## src/rtl/core/drr_pkg.sv

```systemverilog
// ----------------------------------------------------------------------------
// drr_pkg
// Shared types and constants for the deficit round robin scheduler.
// ----------------------------------------------------------------------------
`default_nettype none

package drr_pkg;

	localparam int NUM_CLASSES = 4;
	localparam int QUEUE_DEPTH = 16;
	localparam int NUM_QUANTA  = 4;

	localparam int CLS_W   = 2;
	localparam int LEN_W   = 16;
	localparam int DEF_W   = 17;
	localparam int CNT_W   = 3;
	localparam int PTR_W   = $clog2(QUEUE_DEPTH);
	localparam int FILL_W  = $clog2(QUEUE_DEPTH + 1);
	localparam int ADDR_W  = $clog2(NUM_CLASSES * QUEUE_DEPTH);
	localparam int PADDR_W = 4;

	localparam logic [DEF_W-1:0] DEFICIT_MAX   = {DEF_W{1'b1}};
	localparam logic [LEN_W-1:0] QUANTUM_RESET = LEN_W'(1500);

	localparam logic OP_ENQUEUE = 1'b0;
	localparam logic OP_DEQUEUE = 1'b1;

	localparam logic [1:0] ST_ENQUEUED = 2'd0;
	localparam logic [1:0] ST_REJECTED = 2'd1;
	localparam logic [1:0] ST_SENT     = 2'd2;
	localparam logic [1:0] ST_EMPTY    = 2'd3;

	typedef struct packed {
		logic             operation;
		logic [CLS_W-1:0] class_index;
		logic [LEN_W-1:0] packet_length;
	} in_item_t;

	typedef struct packed {
		logic [1:0]       status;
		logic [CLS_W-1:0] sent_class;
		logic [LEN_W-1:0] sent_length;
	} out_item_t;

	// Queued command, classified by the front part.
	typedef struct packed {
		logic             operation;
		logic             class_ok;
		logic [CLS_W-1:0] class_index;
		logic [LEN_W-1:0] packet_length;
	} cmd_t;

	typedef struct packed {
		logic valid;
		cmd_t cmd;
	} cmd_q_t;

	function automatic logic [ADDR_W-1:0] mem_addr(input logic [CLS_W-1:0] cls,
			input logic [PTR_W-1:0] slot);
		mem_addr = ADDR_W'(cls) * ADDR_W'(QUEUE_DEPTH) + ADDR_W'(slot);
	endfunction

	// (a + b) mod NUM_CLASSES where a < NUM_CLASSES and b <= NUM_CLASSES
	function automatic logic [CLS_W-1:0] ring_wrap(input logic [CLS_W-1:0] a,
			input logic [CNT_W-1:0] b);
		logic [CNT_W:0] s;
		s = (CNT_W+1)'(a) + (CNT_W+1)'(b);
		if (s >= (CNT_W+1)'(NUM_CLASSES)) s = s - (CNT_W+1)'(NUM_CLASSES);
		ring_wrap = s[CLS_W-1:0];
	endfunction

endpackage

`default_nettype wire

```

## src/rtl/core/deficit_round_robin_scheduler.sv

```systemverilog
// ----------------------------------------------------------------------------
// deficit_round_robin_scheduler
// Deficit round robin over four per-class packet-length FIFOs.
// ----------------------------------------------------------------------------
// Usage:
//  - Command channel: an item (operation, class_index, packet_length) is
//    taken on a rising edge with start high and busy low. busy rises only
//    when the two-entry command queue is full.
//  - Result channel: one result per item, shown for one cycle with done
//    high. The receiver cannot stall; results leave in command order.
//  - Enqueue: the result is registered when the item leaves the command
//    queue. Full FIFO or class out of range is rejected and changes nothing.
//  - Dequeue: each ring visit until a class's deficit covers its head
//    packet passes a credit state (with the length memory read) and a
//    compare state; this loop sets the rate. An empty ring answers
//    straight from the idle state.
//  - APB port: four 16-bit quantum registers at 0x0, 0x4, 0x8, 0xC, reset
//    1500; a quantum of zero acts as one. Write only while idle.
//  - Reset (arst_n low): queues empty, ring empty, deficits zero. The
//    length memory needs no clearing; entries are read only once written.
// ----------------------------------------------------------------------------
`default_nettype none

module deficit_round_robin_scheduler import drr_pkg::*; (
	input  wire logic               clk,
	input  wire logic               arst_n,
	input  wire logic               start,
	input  wire in_item_t           cmd,
	output logic                    busy,
	output logic                    done,
	output out_item_t               result,
	input  wire logic               psel,
	input  wire logic               penable,
	input  wire logic               pwrite,
	input  wire logic [PADDR_W-1:0] paddr,
	input  wire logic [31:0]        pwdata,
	output logic [31:0]             prdata,
	output logic                    pready
);

	logic [NUM_QUANTA-1:0][LEN_W-1:0] quantum_q;
	cmd_q_t                           head;
	logic                             pop;
	logic [1:0]                       reg_idx;

	assign pready  = 1'b1;
	assign reg_idx = paddr[3:2];
	assign prdata  = {16'd0, quantum_q[reg_idx]};

	// quantum registers
	always_ff @(posedge clk or negedge arst_n) begin
		if (!arst_n) begin
			for (int i = 0; i < NUM_QUANTA; i++) quantum_q[i] <= QUANTUM_RESET;
		end else if (psel && penable && pwrite) begin
			quantum_q[reg_idx] <= pwdata[LEN_W-1:0];
		end
	end

	// front: accept and classify
	drr_front u_front (
		.clk    (clk),
		.arst_n (arst_n),
		.start  (start),
		.cmd    (cmd),
		.busy   (busy),
		.head   (head),
		.pop    (pop)
	);

	// back: FIFOs, ring and deficit service
	drr_back u_back (
		.clk     (clk),
		.arst_n  (arst_n),
		.head    (head),
		.pop     (pop),
		.quantum (quantum_q),
		.done    (done),
		.result  (result)
	);

endmodule

`default_nettype wire

```

## src/rtl/core/drr_front.sv

```systemverilog
// ----------------------------------------------------------------------------
// drr_front
// Accepts items, checks the class range and holds them in a two-entry queue.
// ----------------------------------------------------------------------------
`default_nettype none

module drr_front import drr_pkg::*; (
	input  wire logic     clk,
	input  wire logic     arst_n,
	input  wire logic     start,
	input  wire in_item_t cmd,
	output logic          busy,
	output cmd_q_t        head,
	input  wire logic     pop
);

	cmd_t       entry_q [2];
	logic       wr_ptr_q;
	logic       rd_ptr_q;
	logic [1:0] count_q;
	logic       push;
	cmd_t       cmd_in;

	assign busy = (count_q == 2'd2);
	assign push = start && !busy;

	always_comb begin
		cmd_in.operation     = cmd.operation;
		cmd_in.class_ok      = (32'(cmd.class_index) < NUM_CLASSES);
		cmd_in.class_index   = cmd.class_index;
		cmd_in.packet_length = cmd.packet_length;
	end

	assign head.valid = (count_q != 2'd0);
	assign head.cmd   = entry_q[rd_ptr_q];

	always_ff @(posedge clk) begin
		if (push) entry_q[wr_ptr_q] <= cmd_in;
	end

	always_ff @(posedge clk or negedge arst_n) begin
		if (!arst_n) begin
			wr_ptr_q <= 1'b0;
			rd_ptr_q <= 1'b0;
			count_q  <= 2'd0;
		end else begin
			if (push) wr_ptr_q <= !wr_ptr_q;
			if (pop)  rd_ptr_q <= !rd_ptr_q;
			count_q <= count_q + 2'(push) - 2'(pop);
		end
	end

endmodule

`default_nettype wire

```

## src/rtl/core/drr_back.sv

```systemverilog
// ----------------------------------------------------------------------------
// drr_back
// Executes queued commands: FIFO stores, active ring and deficit service.
// ----------------------------------------------------------------------------
`default_nettype none

module drr_back import drr_pkg::*; (
	input  wire logic                               clk,
	input  wire logic                               arst_n,
	input  wire cmd_q_t                             head,
	output logic                                    pop,
	input  wire logic [NUM_QUANTA-1:0][LEN_W-1:0]   quantum,
	output logic                                    done,
	output out_item_t                               result
);

	localparam logic [1:0] S_IDLE = 2'd0;
	localparam logic [1:0] S_CRED = 2'd1;
	localparam logic [1:0] S_CMP  = 2'd2;

	logic [1:0]        state_q;
	logic [DEF_W-1:0]  deficit_q [NUM_CLASSES];
	logic [CLS_W-1:0]  ring_q [NUM_CLASSES];
	logic [CLS_W-1:0]  ring_head_q;
	logic [CNT_W-1:0]  ring_count_q;
	logic [NUM_CLASSES-1:0] mask_q;
	logic              credited_q;
	logic [PTR_W-1:0]  rd_ptr_q [NUM_CLASSES];
	logic [FILL_W-1:0] fill_q [NUM_CLASSES];
	logic [CLS_W-1:0]  cls_q;
	logic [LEN_W-1:0]  mem [NUM_CLASSES * QUEUE_DEPTH];
	logic [LEN_W-1:0]  rdata_q;

	cmd_t              c;
	logic [CLS_W-1:0]  ring_cls;
	logic [LEN_W-1:0]  q_eff;
	logic [DEF_W:0]    def_sum;
	logic [PTR_W:0]    slot_sum;
	logic [PTR_W-1:0]  wr_slot;
	logic              fifo_full;
	logic [CLS_W-1:0]  tail;
	logic              covered;
	logic              done_d;
	out_item_t         result_d;

	assign c        = head.cmd;
	assign pop      = (state_q == S_IDLE) && head.valid;
	assign ring_cls = ring_q[ring_head_q];
	assign tail     = ring_wrap(ring_head_q, ring_count_q);
	assign covered  = (DEF_W'(rdata_q) <= deficit_q[cls_q]);

	always_comb begin
		q_eff   = (quantum[ring_cls] == '0) ? LEN_W'(1) : quantum[ring_cls];
		def_sum = (DEF_W+1)'(deficit_q[ring_cls]) + (DEF_W+1)'(q_eff);
		fifo_full = (fill_q[c.class_index] == FILL_W'(QUEUE_DEPTH));
		slot_sum  = (PTR_W+1)'(rd_ptr_q[c.class_index])
			+ (PTR_W+1)'(fill_q[c.class_index]);
		if (slot_sum >= (PTR_W+1)'(QUEUE_DEPTH))
			slot_sum = slot_sum - (PTR_W+1)'(QUEUE_DEPTH);
		wr_slot = slot_sum[PTR_W-1:0];
	end

	// next result
	always_comb begin
		done_d   = 1'b0;
		result_d = '0;
		case (state_q)
			S_IDLE: begin
				if (head.valid) begin
					if (c.operation == OP_ENQUEUE) begin
						done_d          = 1'b1;
						result_d.status = (!c.class_ok || fifo_full) ? ST_REJECTED
							: ST_ENQUEUED;
					end else if (ring_count_q == '0) begin
						done_d          = 1'b1;
						result_d.status = ST_EMPTY;
					end
				end
			end
			S_CMP: begin
				if (covered) begin
					done_d               = 1'b1;
					result_d.status      = ST_SENT;
					result_d.sent_class  = cls_q;
					result_d.sent_length = rdata_q;
				end
			end
			default: ;
		endcase
	end

	// length store, registered read
	always_ff @(posedge clk) begin
		if (pop && c.operation == OP_ENQUEUE && c.class_ok && !fifo_full)
			mem[mem_addr(c.class_index, wr_slot)] <= c.packet_length;
		rdata_q <= mem[mem_addr(ring_cls, rd_ptr_q[ring_cls])];
	end

	// ring entries: written at the tail only
	always_ff @(posedge clk) begin
		if (pop && c.operation == OP_ENQUEUE && c.class_ok && !fifo_full
				&& !mask_q[c.class_index])
			ring_q[tail] <= c.class_index;
		else if (state_q == S_CMP && !covered)
			ring_q[tail] <= cls_q;
	end

	always_ff @(posedge clk or negedge arst_n) begin
		if (!arst_n) begin
			state_q      <= S_IDLE;
			ring_head_q  <= '0;
			ring_count_q <= '0;
			mask_q       <= '0;
			credited_q   <= 1'b0;
			cls_q        <= '0;
			done         <= 1'b0;
			result       <= '0;
			for (int i = 0; i < NUM_CLASSES; i++) begin
				deficit_q[i] <= '0;
				rd_ptr_q[i]  <= '0;
				fill_q[i]    <= '0;
			end
		end else begin
			done   <= done_d;
			result <= result_d;
			case (state_q)
				S_IDLE: begin
					if (head.valid) begin
						if (c.operation == OP_ENQUEUE) begin
							if (c.class_ok && !fifo_full) begin
								fill_q[c.class_index] <= fill_q[c.class_index] + 1'b1;
								if (!mask_q[c.class_index]) begin
									deficit_q[c.class_index] <= '0;
									mask_q[c.class_index]    <= 1'b1;
									ring_count_q             <= ring_count_q + 1'b1;
								end
							end
						end else if (ring_count_q != '0) begin
							state_q <= S_CRED;
						end
					end
				end
				S_CRED: begin
					// credit once per visit, memory read is issued this cycle
					cls_q <= ring_cls;
					if (!credited_q) begin
						deficit_q[ring_cls] <= def_sum[DEF_W] ? DEFICIT_MAX
							: def_sum[DEF_W-1:0];
						credited_q <= 1'b1;
					end
					state_q <= S_CMP;
				end
				S_CMP: begin
					if (!covered) begin
						// not covered: class goes to the back
						ring_head_q <= ring_wrap(ring_head_q, CNT_W'(1));
						credited_q  <= 1'b0;
						state_q     <= S_CRED;
					end else begin
						// a draining class leaves the ring with no credit kept
						deficit_q[cls_q]   <= (fill_q[cls_q] == FILL_W'(1)) ? '0
							: deficit_q[cls_q] - DEF_W'(rdata_q);
						rd_ptr_q[cls_q]    <= (rd_ptr_q[cls_q] == PTR_W'(QUEUE_DEPTH - 1))
							? '0 : rd_ptr_q[cls_q] + 1'b1;
						fill_q[cls_q]      <= fill_q[cls_q] - 1'b1;
						if (fill_q[cls_q] == FILL_W'(1)) begin
							ring_head_q      <= ring_wrap(ring_head_q, CNT_W'(1));
							ring_count_q     <= ring_count_q - 1'b1;
							mask_q[cls_q]    <= 1'b0;
							credited_q       <= 1'b0;
						end
						state_q <= S_IDLE;
					end
				end
				default: state_q <= S_IDLE;
			endcase
		end
	end

endmodule

`default_nettype wire
```

## config.mk

```make
export PLATFORM = sky130hd
export DESIGN_NAME = deficit_round_robin_scheduler
export DESIGN_NICKNAME = d
export VERILOG_FILES = /design/src/rtl/core/drr_pkg.sv /design/src/rtl/core/deficit_round_robin_scheduler.sv /design/src/rtl/core/drr_front.sv /design/src/rtl/core/drr_back.sv
export SDC_FILE = /design/constraint.sdc
export NUM_CORES = 2
export LEC_CHECK = 0
export BUFFER_PORTS_ARGS = -buffer_cell sky130_fd_sc_hd__buf_4
export CAP_MARGIN = 10
export CORE_UTILIZATION = 45
export CTS_BUF_LIST = sky130_fd_sc_hd__clkbuf_2 sky130_fd_sc_hd__clkbuf_4 sky130_fd_sc_hd__clkbuf_8
export CTS_CLUSTER_DIAMETER = 40
export CTS_CLUSTER_SIZE = 25
export DETAILED_ROUTE_END_ITERATION = 12
export HOLD_SLACK_MARGIN = 0.12
export SETUP_SLACK_MARGIN = 0.3
export SYNTH_ARGS = -nofsm -noshare
export SYNTH_HDL_FRONTEND = slang
export SYNTH_HIERARCHICAL = 1
export SYNTH_SLANG_ARGS = --single-unit
```

## constraint.sdc

```tcl
create_clock -name clk -period 5.75 [get_ports clk]
set_input_delay 1.15 -clock clk [delete_from_list [all_inputs] [get_ports clk]]
set_output_delay 1.15 -clock clk [all_outputs]
set_load 0.01 [all_outputs]
```

Yosys cells after proc, flatten, opt, wreduce, memory -nomap -nowiden
Memory sizes are Yosys's and may differ from the RTL's. A register that Yosys moved wholly into a read port is not among the register bits.
Cells that the tools add are included.

storage, ports and cells
  register bits after elaboration = 207
  bits in writable memories = 1070
  bits of input ports = 61
  output and inout port bits = 55
  logic and storage cells = 248
  memories = 3

memories
  memory           words  width  rd ports  clocked after Yosys merged registers in  wr ports  RTL line         source
  u_back.mem       64     16     1         1                                        1         drr_back.sv:31   logic [LEN_W-1:0] mem [NUM_CLASSES * QUEUE_DEPTH];
  u_front.entry_q  2      19     1         0                                        1         drr_front.sv:17  cmd_t entry_q [2];
  u_back.ring_q    4      2      1         0                                        1         drr_back.sv:23   logic [CLS_W-1:0] ring_q [NUM_CLASSES];

cells by class
  add/sub/neg operators = 17
  order comparisons = 17
  eq/ne operators = 17
  mux-type cells = 116
  bitwise logic cells = 10
  reductions and logical operators = 39

operator list
  cell                                     count
  two-way mux 68 bit                       6
  one-hot mux 68 bit (3 select lines)      1
  two-way mux 17 bit                       9
  bitwise mux 68 bit                       2
  demux 17 bit (select 2 bit)              3
  two-way mux 20 bit                       5
  bitwise AND 68 bit                       1
  binary-select mux 17 bit (select 2 bit)  2
  inverter 68 bit                          1
  binary-select mux 16 bit (select 2 bit)  2
  bitwise mux 64 bit                       1
  two-way mux 16 bit                       4
  two-way mux 4 bit                        15
  bitwise mux 20 bit                       2
  one-hot mux 20 bit (2 select lines)      1
  demux 16 bit (select 2 bit)              1
  two-way mux 5 bit                        6
  binary-select mux 4 bit (select 2 bit)   3
  two-way mux 2 bit                        11
  binary-select mux 5 bit (select 2 bit)   2
  demux 5 bit (select 2 bit)               2
  two-way mux 1 bit                        20
  adder 17 x 16 -> 18 bit                  1
  two-way mux 18 bit                       1
  other kinds (60)                         114

Logic depth before layout (Yosys ltp)
An unclocked memory read counts as a cell.

  depth in word-level cells = 13
  depth in mapped cells = 18
  mapped depth without buffers = 15

Hierarchy
The synthesis kept the hierarchy.

modules (own cells, without submodules)
  module                         times used  cells an instance  area an instance (um2)  sequential area each (um2)
  drr_back                       1           3755               50738.7                 34788.4
  deficit_round_robin_scheduler  1           177                3001.6                  1636.6
  drr_front                      1           78                 1654.1                  1241.2

Worst setup path after synthesis
OpenSTA, ideal clock, no wires.

  kind = flip-flop to flip-flop
  start = reg u_back.cls_q[0]
  end = reg u_back/deficit_q[11] (netlist bit)
  setup time = 0.126 ns
  data arrival time = 5.247 ns
  required time = 5.624 ns
  slack = 0.376 ns
  cell stages (with the launch flop) = 16
  buffers on the path = 5
  clock period less this slack = 5.374 ns
  cells stage by stage = dfrtp_1 > clkbuf_1 > clkbuf_1 > buf_1 > clkbuf_1 > mux4_2 > ha_1 > nor2b_1 > o31a_1 > o311ai_0 > o211a_1 > o21ai_1 > nand3_1 > clkbuf_1 > a21oi_1 > a221o_1

on the way
  longest elaborated chain between the ends = 9
  elaborated cells between the ends (all ways) = 21
  classes of those cells = add/sub: 1; order compare: 3; eq/ne: 2; mux: 12; bitwise: 1; reduce/logical: 2

RTL lines
  what                                                                                               RTL line                                          source
  start, declared                                                                                    drr_back.sv:30                                    logic [CLS_W-1:0] cls_q;
  start signal, assigned                                                                             drr_back.sv:145                                   cls_q <= ring_cls;
  inverter 2 -> 3 bit (*)                                                                            drr_back.sv:50, drr_back.sv:161, drr_back.sv:162
  binary-select mux 17 bit (select 2 bit) or binary-select mux 5 bit (select 2 bit) (tied branches)  drr_back.sv:50, drr_back.sv:162, drr_back.sv:161
  two-way mux 17 bit (not written as such) or two-way mux 5 bit (tied branches) (2 in series)        drr_back.sv:50, drr_back.sv:162, drr_back.sv:161
  subtractor 17 x 16 -> 17 bit or == test 5 x 1 -> 1 bit (tied branches)                             drr_back.sv:162, drr_back.sv:161
  two-way mux 17 bit                                                                                 drr_back.sv:161                                   deficit_q[cls_q] <= (fill_q[cls_q] == FILL_W'(1)) ? '0
  bitwise mux 68 bit                                                                                 drr_back.sv:161
  two-way mux 68 bit                                                                                 drr_back.sv:154                                   if (!covered) begin
  one-hot mux 68 bit (3 select lines)                                                                drr_back.sv:126                                   case (state_q)
  end signal, assigned by index                                                                      drr_back.sv:147                                   deficit_q[ring_cls] <= def_sum[DEF_W] ? DEFICIT_MAX
  end signal, assigned by index                                                                      drr_back.sv:161
  end, declared                                                                                      drr_back.sv:22                                    logic [DEF_W-1:0] deficit_q [NUM_CLASSES];

Mark *: on every way between the ends. The rest lies on a longest branch, timed or not. The select of a mux whose other input is x is not followed.
A chain may end at the register's enable or synchronous reset.

Final worst setup path
  start = reg u_back.ring_head_q[0]
  end = reg u_back/deficit_q[33] (netlist bit)

on the way
  longest elaborated chain between the ends = 10
  elaborated cells between the ends (all ways) = 19
  classes of those cells = add/sub: 1; order compare: 2; mux: 12; bitwise: 1; reduce/logical: 2; memory: 1

RTL lines
  what                                                                                                 RTL line                                         source
  start, declared                                                                                      drr_back.sv:24                                   logic [CLS_W-1:0] ring_head_q;
  start signal, assigned                                                                               drr_back.sv:156                                  ring_head_q <= ring_wrap(ring_head_q, CNT_W'(1));
  start signal, assigned                                                                               drr_back.sv:167                                  ring_head_q <= ring_wrap(ring_head_q, CNT_W'(1));
  memory read (4 x 2 bit) (*)                                                                          --
  binary-select mux 16 bit (select 2 bit) or inverter 2 -> 3 bit (tied branches)                       drr_back.sv:53, drr_back.sv:54, drr_back.sv:147
  two-way mux 16 bit (not written as such) or binary-select mux 17 bit (select 2 bit) (tied branches)  drr_back.sv:53, drr_back.sv:54
  logical NOT 16 bit or two-way mux 17 bit (tied branches)                                             drr_back.sv:53, drr_back.sv:54
  two-way mux 16 bit or two-way mux 17 bit (tied branches)                                             drr_back.sv:53, drr_back.sv:54
  adder 17 x 16 -> 18 bit                                                                              drr_back.sv:54                                   def_sum = (DEF_W+1)'(deficit_q[ring_cls]) + (DEF_W+1)'(q_eff);
  two-way mux 17 bit                                                                                   drr_back.sv:147
  bitwise mux 68 bit (*)                                                                               drr_back.sv:147
  two-way mux 68 bit (*)                                                                               drr_back.sv:146                                  if (!credited_q) begin
  one-hot mux 68 bit (3 select lines) (*)                                                              drr_back.sv:126

Marks and branches as above.

==> impl_results.html <==
<table>
<tr><th>Metric</th><th>Value</th></tr>
<tr><th colspan="2">Placed design</th></tr>
<tr><td>Detail Placement HPWL</td><td>95500 um</td></tr>
<tr><td>Count of input and output buffers</td><td>80</td></tr>
<tr><td>Routability congestion estimate from global placement</td><td>0.920</td></tr>
<tr><th colspan="2">Synthesis</th></tr>
<tr><td>Register area share after synthesis</td><td>68.0%</td></tr>
<tr><td>Per-instance average area after synthesis</td><td>13.8 um2</td></tr>
<tr><td>Top flip-flop cell by instance count after synthesis</td><td>sky130_fd_sc_hd__edfxtp_1</td></tr>
<tr><td>Fraction of post-synthesis cell area in the top cell type by area</td><td>58.0%</td></tr>
<tr><td>Yosys cell types</td><td>83</td></tr>
<tr><td>Post-synthesis sequential element count</td><td>1293</td></tr>
<tr><td>Synthesized instance count</td><td>4010</td></tr>
<tr><td>Mapped Area</td><td>0.0554 mm2</td></tr>
<tr><td>Post-synth top area cell</td><td>sky130_fd_sc_hd__edfxtp_1</td></tr>
<tr><td>Number of synthesized flops with an enable pin</td><td>1070</td></tr>
<tr><td>YS warnings</td><td>6</td></tr>
<tr><td>Ranking of synthesized cells by area</td><td>sky130_fd_sc_hd__edfxtp_1 (58%), sky130_fd_sc_hd__dfrtp_1 (8.1%), sky130_fd_sc_hd__nand2_1 (4.5%)</td></tr>
<tr><td>Share of synthesized registers carrying an async set or reset</td><td>16.0%</td></tr>
<tr><th colspan="2">Die</th></tr>
<tr><td>Floorplan die area</td><td>0.125 mm2</td></tr>
<tr><td>Horizontal die dimension</td><td>353 um</td></tr>
<tr><td>Die Height</td><td>353 um</td></tr>
<tr><td>Starting Density</td><td>45.5%</td></tr>
<tr><td>Number of standard-cell rows in the floorplan</td><td>128</td></tr>
<tr><td>Core outline area</td><td>0.122 mm2</td></tr>
<tr><td>Top Ports</td><td>116</td></tr>
<tr><th colspan="2">Pwr</th></tr>
<tr><td>Total power divided by cell area</td><td>472 mW/mm2</td></tr>
<tr><td>Maximum ir drop on the vdd rail</td><td>0.355 mV</td></tr>
<tr><td>Leakage Power</td><td>22.3 nW</td></tr>
<tr><th colspan="2">Finish</th></tr>
<tr><td>Nets</td><td>4313</td></tr>
<tr><td>Leading cell type in the layout, fill and taps excluded</td><td>sky130_fd_sc_hd__edfxtp_1</td></tr>
<tr><td>Area Growth Syn to Fin</td><td>12.1%</td></tr>
<tr><td>Fill cell count</td><td>10353</td></tr>
<tr><td>Fraction of layout instances using a drive strength above 1</td><td>18.8%</td></tr>
<tr><td>Leading cell types in the layout, fill and taps excluded</td><td>sky130_fd_sc_hd__edfxtp_1 (1070), sky130_fd_sc_hd__nand2_1 (664), sky130_fd_sc_hd__nand3_1 (266), sky130_fd_sc_hd__buf_4 (247), sky130_fd_sc_hd__nor2_1 (238)</td></tr>
<tr><td>Total area of multi-input combinational cells</td><td>0.0164 mm2</td></tr>
<tr><td>Sequential cell area in the final layout</td><td>0.0377 mm2</td></tr>
<tr><th colspan="2">Timing</th></tr>
<tr><td>Final hold violations</td><td>0</td></tr>
<tr><td>Final Cycle Share</td><td>90.0%</td></tr>
<tr><td>Final hold slack</td><td>0.405 ns</td></tr>
<tr><td>Number of setup violations in the final report</td><td>0</td></tr>
<tr><td>RSZ-0062 raised after global routing</td><td>no</td></tr>
<tr><td>Total negative setup slack</td><td>0 ns</td></tr>
<tr><td>Slew at the pin closest to its max-slew limit</td><td>1.06 ns</td></tr>
<tr><td>Maximum clock frequency</td><td>193 MHz</td></tr>
<tr><td>Final critical path time including I/O delays and setup</td><td>5.17 ns</td></tr>
<tr><td>Worst slew margin relative to its limit</td><td>29.4%</td></tr>
<tr><td>Clock Skew</td><td>0.0416 ns</td></tr>
<tr><td>Final slew viol count</td><td>0</td></tr>
<tr><th colspan="2">CTS</th></tr>
<tr><td>Maximum buffer depth of the clock tree</td><td>3</td></tr>
<tr><td>CTS root buf</td><td>sky130_fd_sc_hd__clkbuf_8</td></tr>
<tr><td>Number of H-tree levels</td><td>4</td></tr>
<tr><td>TritonCTS clock tree</td><td>yes</td></tr>
<tr><td>CTS Sinks</td><td>1293</td></tr>
<tr><td>Post-cts hold buffer count</td><td>0</td></tr>
<tr><td>Insertion delay to the later sink of the worst-skew pair</td><td>0.89 ns</td></tr>
<tr><td>CTS Buf Count</td><td>161</td></tr>
<tr><td>Clock slew seen by the registers of the worst setup and hold paths</td><td>0.06 ns</td></tr>
<tr><th colspan="2">GRT</th></tr>
<tr><td>Antenna violations before repair</td><td>4</td></tr>
<tr><td>Overflow after GRT</td><td>0</td></tr>
<tr><td>First-pass GRT wire length</td><td>228000 um</td></tr>
<tr><td>Global router's overall resource usage</td><td>24.7%</td></tr>
<tr><td>Pin count of the biggest net entering global routing</td><td>101</td></tr>
<tr><td>Number of global-route vias before repair</td><td>33773</td></tr>
<tr><th colspan="2">Worst hold path</th></tr>
<tr><td>Hold/Removal Path Class</td><td>primary input to async pin</td></tr>
<tr><th colspan="2">Critical path</th></tr>
<tr><td>Kind of start point of the critical path</td><td>register</td></tr>
<tr><td>Critical path start-end classification</td><td>register to register</td></tr>
<tr><td>Critical path data arrival time</td><td>5.91 ns</td></tr>
<tr><td>Reg-to-Reg Start</td><td>u_back/ring_head_q[0]</td></tr>
<tr><td>Critical Path Fanout Max</td><td>9</td></tr>
<tr><td>Critical path origin</td><td>u_back/ring_head_q[0]</td></tr>
<tr><td>Endpoint class of the critical path</td><td>register</td></tr>
<tr><td>Crit path required time</td><td>6.49 ns</td></tr>
<tr><th colspan="2">Detailed routing</th></tr>
<tr><td>Via count</td><td>35356</td></tr>
<tr><td>Routed length per placed instance</td><td>26.0 um</td></tr>
<tr><td>Total length of routed wires</td><td>155000 um</td></tr>
<tr><td>Iteration count of the initial detailed-routing pass</td><td>6</td></tr>
<tr><td>Via density per instance</td><td>5.93</td></tr>
<tr><td>1st-iter DRT viols</td><td>3834</td></tr>
<tr><td>Post-route antenna net violation count</td><td>0</td></tr>
<tr><td>Drc violations</td><td>0</td></tr>
<tr><th colspan="2">Status</th></tr>
<tr><td>Outcome</td><td>completed</td></tr>
<tr><th colspan="2">Flow run</th></tr>
<tr><td>Max capacitance violation total</td><td>0</td></tr>
</table>
[power by group]
group	internal [mW]	leakage, nW	switching (mW)
registers	11.8	12.4	0.511
clock network	3.68	1.86	3.83
logic	3.03	7.97	6.44
total	18.5	22.3	10.8
[area by class of cell]
type	instances	share of cell area (%)
inverters	53	0.320
repair buffers	262	3.46
multi-input cells	2429	26.3
well taps	1625	3.27
clock buffers	183	3.94
diodes	4	0.0161
clock inverters	116	2.03
flip-flops and latches	1293	60.6
[repair_timing]
| action | 4_1_cts | 5_1_grt |
|---|---|---|
| setup buffers | 0 | 2 |
| resized for setup | 0 | 2 |
| setup endpoints to repair | 0 | 20 |
| endpoints found under the hold margin | 0 | 0 |
[logic make-up after synthesis]
logic type	Yosys count	synth area share, %
XOR/XNOR	45	0.711
AND/OR/NAND/NOR	1388	11.0
buffers and inverters	303	2.67
AO/OA/AOI/OAI	578	7.54
adder cells (fa/ha/maj)	52	1.23
flip-flops	1293	68.0
other	3	0.0203
multiplexers	348	8.80
[cells in the mapped netlist (all sizes together) (69+ instances only)]
| master | number |
|---|---|
| buf | 144 |
| dfrtp | 179 |
| mux4 | 87 |
| edfxtp | 1070 |
| mux2i | 141 |
| o22ai | 74 |
| o21ai | 69 |
| a21oi | 82 |
| clkbuf | 106 |
| nor2 | 243 |
| mux2 | 120 |
| nand3 | 271 |
| nand2 | 664 |
[worst paths after layout]
path                       slack [ns]  cells past startpoint                endpoint
max reg2reg                      0.58                     15    u_back/deficit_q[33]
max in group asynchronous        4.16                      2   u_back/ring_head_q[0]
min reg2reg                      0.46                      1  u_back/ring_count_q[2]
max                              0.58                     15    u_back/deficit_q[33]
min in group clk                 0.46                      1  u_back/ring_count_q[2]
min                              0.40                      1       u_back/result[14]
[worst max-delay path, stage by stage (launching register included)]
cell and delay, ns:
sky130_fd_sc_hd__dfrtp_2 0.46, sky130_fd_sc_hd__mux4_4 0.82, sky130_fd_sc_hd__mux4_2 0.52, sky130_fd_sc_hd__or4_1 0.52, sky130_fd_sc_hd__nor4_1 0.28, sky130_fd_sc_hd__a31o_2 0.23, sky130_fd_sc_hd__ha_1 0.20, sky130_fd_sc_hd__fa_1 0.23
sky130_fd_sc_hd__a21oi_1 0.10, sky130_fd_sc_hd__o211ai_1 0.31, sky130_fd_sc_hd__a31oi_1 0.24, sky130_fd_sc_hd__o21ai_0 0.21, sky130_fd_sc_hd__a221o_1 0.22, sky130_fd_sc_hd__mux2i_2 0.35, sky130_fd_sc_hd__o2bb2ai_1 0.12, sky130_fd_sc_hd__a31o_2 0.22
[per-layer routing]
metal | GRT usage (%) | vias to the layer above | wire length [um]
met5 | 0 | - | 18
met4 | 8.50 | 4 | 4960
li1 | - | 15657 | -
met3 | 4.42 | 287 | 12100
met1 | 33.9 | 17874 | 63700
met2 | 39.8 | 1534 | 74300
[through the flow]
step,utilization (%),setup WS (ns),power (mW),area [um2],std cells
after global placement,47.9,0.461,21.7,58400,5660
final,51.0,0.577,29.3,62100,5965
after global routing,51.0,0.328,30.5,62100,5962
after detailed placement,47.9,0.457,21.9,58400,5660
after CTS,50.9,0.387,29.3,62100,5959
after floorplan,-,0.376,18.2,55500,4025
[state kept, by name, summed over array words and instances (netlist names), 2 cells and up]
signal and flops:
u_back/mem 1024, u_back/deficit_q 68, quantum_q 64, u_front/entry_q 38, u_back/fill_q 20, u_back/result 20, u_back/rd_ptr_q 16, u_back/rdata_q 16
u_back/ring_q 8, u_back/mask_q 4, u_back/ring_count_q 3, u_back/cls_q 2, u_back/ring_head_q 2, u_back/state_q 2, u_front/count_q 2
(Power assumes the default switching activity.)
